**config.mk**
```make
export PLATFORM = sky130hd
export DESIGN_NAME = csi_div
export DESIGN_NICKNAME = d
export VERILOG_FILES = /design/src/rtl/core/csi_pkg.sv /design/src/rtl/core/csi_div.sv
export SDC_FILE = /design/constraint.sdc
export NUM_CORES = 1
export LEC_CHECK = 0
export BUFFER_PORTS_ARGS = -buffer_cell sky130_fd_sc_hd__buf_2
export CAP_MARGIN = 20
export CORE_ASPECT_RATIO = 2
export CORE_UTILIZATION = 58
export CTS_CLUSTER_DIAMETER = 50
export DETAILED_ROUTE_END_ITERATION = 8
export PLACE_DENSITY = 0.8
export SETUP_SLACK_MARGIN = 0.2
export SYNTH_ARGS = -nofsm -noshare
export SYNTH_HDL_FRONTEND = slang
export SYNTH_SLANG_ARGS = --single-unit
```
**constraint.sdc**
```tcl
create_clock -name clk -period 3.95 [get_ports clk]
set_clock_uncertainty 0.2 [all_clocks]
set_input_delay 0.395 -clock clk [delete_from_list [all_inputs] [get_ports clk]]
set_output_delay 0.395 -clock clk [all_outputs]
set_load 0.01 [all_outputs]
```
**src/rtl/core/csi_pkg.sv**
```systemverilog
// shared types and constants for the cross section interpolator
// no dependencies
package csi_pkg;

	localparam logic [1:0] ACT_GRID  = 2'd0;
	localparam logic [1:0] ACT_TABLE = 2'd1;
	localparam logic [1:0] ACT_QUERY = 2'd2;
	localparam logic [1:0] ACT_NOP   = 2'd3;

	localparam logic [2:0] REG_GRID_BASE  = 3'd0;
	localparam logic [2:0] REG_GRID_PTS   = 3'd1;
	localparam logic [2:0] REG_TABLE_BASE = 3'd2;
	localparam logic [2:0] REG_TABLE_PTS  = 3'd3;
	localparam logic [2:0] REG_THRESHOLD  = 3'd4;

	// divider request and response
	typedef struct packed {
		logic         start;
		logic [95:0]  num;
		logic [47:0]  den;
	} div_req_t;

	typedef struct packed {
		logic         done;
		logic [50:0]  quo;
	} div_rsp_t;

endpackage

```
**src/rtl/core/csi_div.sv**
```systemverilog
// restoring divider, one quotient bit per cycle, saturates at 2^50
// depends on csi_pkg
module csi_div (
	input  logic              clk,
	input  logic              arst_n,
	input  csi_pkg::div_req_t req,
	output csi_pkg::div_rsp_t rsp
);
	logic [95:0] num_q;
	logic [48:0] rem_q;
	logic [47:0] den_q;
	logic [95:0] quo_q;
	logic [6:0]  cnt_q;
	logic        busy_q;
	logic        done_q;
	logic [48:0] trial;
	logic [49:0] sub;

	always_comb begin
		trial = {rem_q[47:0], num_q[95]};
		sub = {1'b0, trial} - {2'b00, den_q};
	end

	always_ff @(posedge clk or negedge arst_n) begin
		if (!arst_n) begin
			busy_q <= 1'b0;
			cnt_q <= '0;
			done_q <= 1'b0;
		end else begin
			done_q <= 1'b0;
			if (req.start) begin
				busy_q <= 1'b1;
				cnt_q <= 7'd96;
			end else if (busy_q) begin
				cnt_q <= cnt_q - 7'd1;
				if (cnt_q == 7'd1) begin
					busy_q <= 1'b0;
					done_q <= 1'b1;
				end
			end
		end
	end

	always_ff @(posedge clk) begin
		if (req.start) begin
			num_q <= req.num;
			den_q <= req.den;
			rem_q <= '0;
			quo_q <= '0;
		end else if (busy_q) begin
			num_q <= {num_q[94:0], 1'b0};
			if (!sub[49]) begin
				rem_q <= sub[48:0];
				quo_q <= {quo_q[94:0], 1'b1};
			end else begin
				rem_q <= trial;
				quo_q <= {quo_q[94:0], 1'b0};
			end
		end
	end

	always_comb begin
		rsp.done = done_q;
		if (quo_q[95:50] != '0 && !(quo_q[95:51] == '0 && quo_q[50] && quo_q[49:0] == '0))
			rsp.quo = {1'b1, 50'd0};
		else
			rsp.quo = quo_q[50:0];
	end
endmodule

```
**Word-level counts from Yosys, hierarchy flattened**

Cells that the tools add are included.

- Multiplexer cells: 13
- Reduce and logical (&&, ||, !) cells: 8
- Add/subtract/negate cells: 2
- Equality and inequality tests: 1

Operators with widths:

| operator | count |
|---|---|
| $mux 96 | 2 |
| $mux 51 | 1 |
| $logic_not 50->1 | 1 |
| $sub 49x48->50 | 1 |
| $mux 48 | 1 |
| $reduce_bool 46->1 | 1 |
| $logic_not 45->1 | 1 |
| $mux 7 | 2 |
| $eq 7x1->1 const B | 1 |
| $mux 1 | 7 |
| $sub 7x1->7 const B | 1 |
| $logic_and 1x1->1 | 3 |
| $reduce_bool 2->1 | 1 |
| $logic_not 1->1 | 1 |

- Output and inout port bits: 52
- Input port bits: 147
- Register bits after elaboration: 297
- Logic and storage cells: 31

**Logic depth before layout (Yosys ltp)**

- Word-level depth: 6
- Depth in mapped cells: 14
- Depth with buffers taken out: 12

**Worst setup path after synthesis**

Ideal clock, no wire load.

- Path type: register to register
- From: register num_q[95]
- To: register rem_q[44]
- Data arrival time: 3.140 ns
- Path buffers: 0
- Setup time: 0.070 ns
- Required time: 3.680 ns
- Clock period less this slack: 3.410 ns
- Cell stages (with the launch flop): 13
- Setup slack: 0.540 ns
- Path through: edfxtp_1 -> inv_1 -> ha_1 -> fa_1 -> and2b_1 -> o2111ai_2 -> a2111oi_4 -> o2111ai_2 -> a211oi_2 -> o21bai_1 -> o211a_1 -> or4_1 -> a21oi_1

- Cells in the longest elaborated chain, start to end: 2

Ends and longest elaborated chain:

| item | line | text |
|---|---|---|
| start: declaration | csi_div.sv:9 | `logic [95:0] num_q;` |
| start signal: assignment | csi_div.sv:46 | `num_q <= req.num;` |
| start signal: assignment | csi_div.sv:51 | `num_q <= {num_q[94:0], 1'b0};` |
| $sub 49x48->50 | csi_div.sv:21 | `sub = {1'b0, trial} - {2'b00, den_q};` |
| $mux 48 | csi_div.sv:52 | `if (!sub[49]) begin` |
| end signal: assignment | csi_div.sv:53 | `rem_q <= sub[48:0];` |
| end signal: assignment | csi_div.sv:56 | `rem_q <= trial;` |
| end: declaration | csi_div.sv:10 | `logic [48:0] rem_q;` |

Every way passes these cells.
A chain may end at the register's enable or synchronous reset.

**Worst setup path in the final report**

Ends and elaborated chain as after synthesis.

==> impl_metrics.py <==
metrics = {
    "setup_path": {
        "crit_path_cell_trace": "inv_1 -> ha_2 -> fa_2 -> and2b_2 -> o2111ai_4 -> a2111oi_4 -> o2111ai_4 -> a211oi_2 -> o21bai_1 -> o211a_1 -> or4_1 -> a21oi_1",
        "setup.worst_path.start_class": "flop",
        "path_buf_inv": 1,
        "max_stage_delay_ns": 0.52,
        "cp.required_ns": 4.24,
        "critPathTopFamily": "compound AO/OA/AOI/OAI gates",
        "cp_slowest_cell": "a2111oi_4",
        "rrSetupSlack_ns": 0.32,
        "crit_type": "reg -> reg",
        "crit_arrival_ns": 3.91,
        "end_kind": "flop",
        "crit_fanout": 4,
        "crit_path_frequent_cell": "o2111ai_4",
    },
    "sta": {
        "period_share_pct": 91.9,
        "setup_viol": 0,
        "fin_crit_ns": 3.63,
        "hold_ws_ns": 0.0394,
        "finalHoldViolCount": 0,
        "maxSlewViolCount": 0,
        "worst_pin_slew_ns": 0.673,
        "fin_setup_tns_ns": 0,
        "slew_headroom_pct": 54.8,
        "clock.fmax_mhz": 276,
        "setup_ws_ns": 0.322,
        "rsz0062_at_grt": "yes",
    },
    "grt": {
        "grt_max_degree": 115,
        "antenna_found_initial": 1,
        "grt_pass1_wl_um": 60200,
        "globalRoute.totalOverflow": 0,
        "grt_usage_pct": 28.9,
        "grt_pass1_vias": 12400,
    },
    "cells_and_area": {
        "synthToLayoutAreaGrowth_pct": 24.1,
        "fin_cells": 2106,
        "drive_gt1_share_pct": 21.5,
        "nNetsFinal": 1941,
        "layout_commonest_cell": "buf_2",
        "n_fill_cell": 1828,
        "layout_common_cells": "buf_2 (197), nor2_1 (166), dlygate4sd3_1 (145)",
    },
    "job": {
        "drv_cap": 0,
    },
    "floorplan": {
        "num_rows": 83,
        "die_x_um": 116,
        "core_area_sq_um": 25500,
        "pin_count": 199,
        "die_h_um": 230,
        "die-area_sq_um": 26700,
        "start_util_pct": 59.0,
    },
    "synthesis": {
        "synth_area_sq_um": 15100,
        "synthFlopType": "edfxtp_1",
        "synthTopCellsByArea": "edfxtp_1 (29%), dfxtp_1 (19%), mux2_2 (7.1%), mux2i_1 (6.4%), ha_1 (4.2%)",
        "syn-instance-count": 1433,
        "synth-edff-count": 144,
        "ys_ff_latch": 297,
        "synth_warnings": 0,
        "synth-async-reset-ratio_pct": 3.03,
        "syn_nets": 1631,
        "yosysUniqueCellTypes": 78,
        "yosys.area.top_type": "edfxtp_1",
        "synth.avg_cell_area_sq_um": 10.5,
        "ys_seq_area_share_pct": 49.3,
        "synth_top_area_share_pct": 28.7,
    },
    "drt": {
        "vias": 12000,
        "drt_iter0_markers": 647,
        "drtAntennaViolNets": 0,
        "wl_per_cell_um": 18.1,
        "wl_um": 38200,
        "drc": 0,
        "first_pass_iters": 7,
        "vias_per_cell": 5.72,
    },
    "worst_hold_path": {
        "hold_class": "in -> async",
    },
    "clock_network": {
        "cts.path.max_buffers": 3,
        "cts_tree": "built",
        "cts.clk_slew.worst_paths_ns": 0.07,
        "worst_skew_pair.late_latency_ns": 0.55,
        "cts.sinks": 297,
        "cts_max_level": 1,
        "cts_buffers": 27,
        "cts-root-buf": "clkbuf_16",
    },
    "place": {
        "gp_congestion": 0.949,
        "dp_hpwl_um": 24400,
        "place_inst": 1905,
        "pre_cts_ws_ns": 0.219,
        "port_buffers": 198,
    },
    "pwr": {
        "total_power_mw": 8.59,
        "power.density_nw_per_um2": 460,
        "p_leak_nw": 8.55,
        "ir_drop_v": 0.000420,
    },
    "outcome": {
        "status": "finished, final reports clean",
    },
}
per-layer routing:
layer / routed length [um] / vias to the layer above / GRT usage [%]
li1: - / 5795 / -
met1: 13600 / 5753 / 29.0
met2: 20900 / 344 / 54.1
met3: 1410 / 155 / 3.98
met4: 2310 / 0 / 18.1
met5: 0 / - / 0
final timing paths:
check / start / depth (start not counted) / end
worst max-delay path: num_q[95] / 12 / rem_q[44]
worst min register to register: rem_q[17] / 2 / rem_q[18]
worst max register to register: num_q[95] / 12 / rem_q[44]
max in group asynchronous: arst_n / 2 / busy_q
min in group clk: req[144] / 2 / rem_q[30]
worst min-delay path: arst_n / 2 / busy_q
cell usage after synthesis (all sizes together), types with 9 or more instances:
cell / n
nor2: 167
dfxtp: 144
edfxtp: 144
nand2: 100
mux2i: 97
mux2: 95
inv: 65
clkbuf: 60
a21oi: 57
and2: 54
ha: 50
o21ai: 45
a311oi: 36
a21o: 28
xnor2: 27
nor4: 25
buf: 24
nor3: 20
nand4: 18
nand3: 17
a211oi: 12
o21bai: 12
and3: 11
nor2b: 10
xor2: 10
dfrtp: 9
power breakdown:
group          internal [mW]  switching (mW)
clock                   1.52            1.16
sequential              3.53           0.183
combinational          0.970            1.23
total                   6.02            2.58
kinds of logic after synthesis:
| family | after synthesis | synth area share (%) |
|---|---|---|
| buffers and inverters | 149 | 4.54 |
| flip-flops | 297 | 49.3 |
| XOR/XNOR | 37 | 2.15 |
| AND/OR/NAND/NOR | 456 | 14.5 |
| adder cells (fa/ha/maj) | 51 | 4.28 |
| multiplexers | 192 | 13.5 |
| AO/OA/AOI/OAI | 251 | 11.7 |
layout make-up:
| class | count | area, sq um | area share, % |
|---|---|---|---|
| Tap cell | 340 | 425 | 2.28 |
| Antenna cell | 2 | 5.00 | 0.0268 |
| Clock inverter | 12 | 144 | 0.770 |
| Multi-Input combinational cell | 987 | 7020 | 37.5 |
| Clock buffer | 38 | 747 | 3.99 |
| Inverter | 65 | 244 | 1.30 |
| Timing Repair Buffer | 365 | 2680 | 14.3 |
| Sequential cell | 297 | 7440 | 39.8 |
state kept, by name (all words and copies together), names as in the netlist:
| register | count |
|---|---|
| busy_q | 1 |
| cnt_q | 7 |
| den_q | 48 |
| num_q | 96 |
| quo_q | 96 |
| done_q | 1 |
| rem_q | 48 |
per-stage QoR:
step | util, % | instance area (sq um)
after global placement | 63.7 | 16300
after detailed placement | 63.7 | 16300
after CTS | 72.8 | 18600
after floorplan | - | 15100
final | 73.2 | 18700
after global routing | 73.2 | 18700
worst register-to-register path, cell delays in order (launching register included):
cell and delay (ns):
edfxtp_1 0.35, inv_1 0.06, ha_2 0.20, fa_2 0.37, and2b_2 0.25, o2111ai_4 0.14
a2111oi_4 0.52, o2111ai_4 0.22, a211oi_2 0.26, o21bai_1 0.14, o211a_1 0.23, or4_1 0.50
a21oi_1 0.13
what timing repair did:
item / in CTS / in global routing
cloned: 0 / 0
endpoints found under the setup margin: 1 / 32
pin swaps: 1 / 9
hold buffers: 145 / 0
setup buffers: 0 / 4
resized for setup: 0 / 11
endpoints found under the hold margin: 153 / 0
Power figures use the tool's default switching activity.
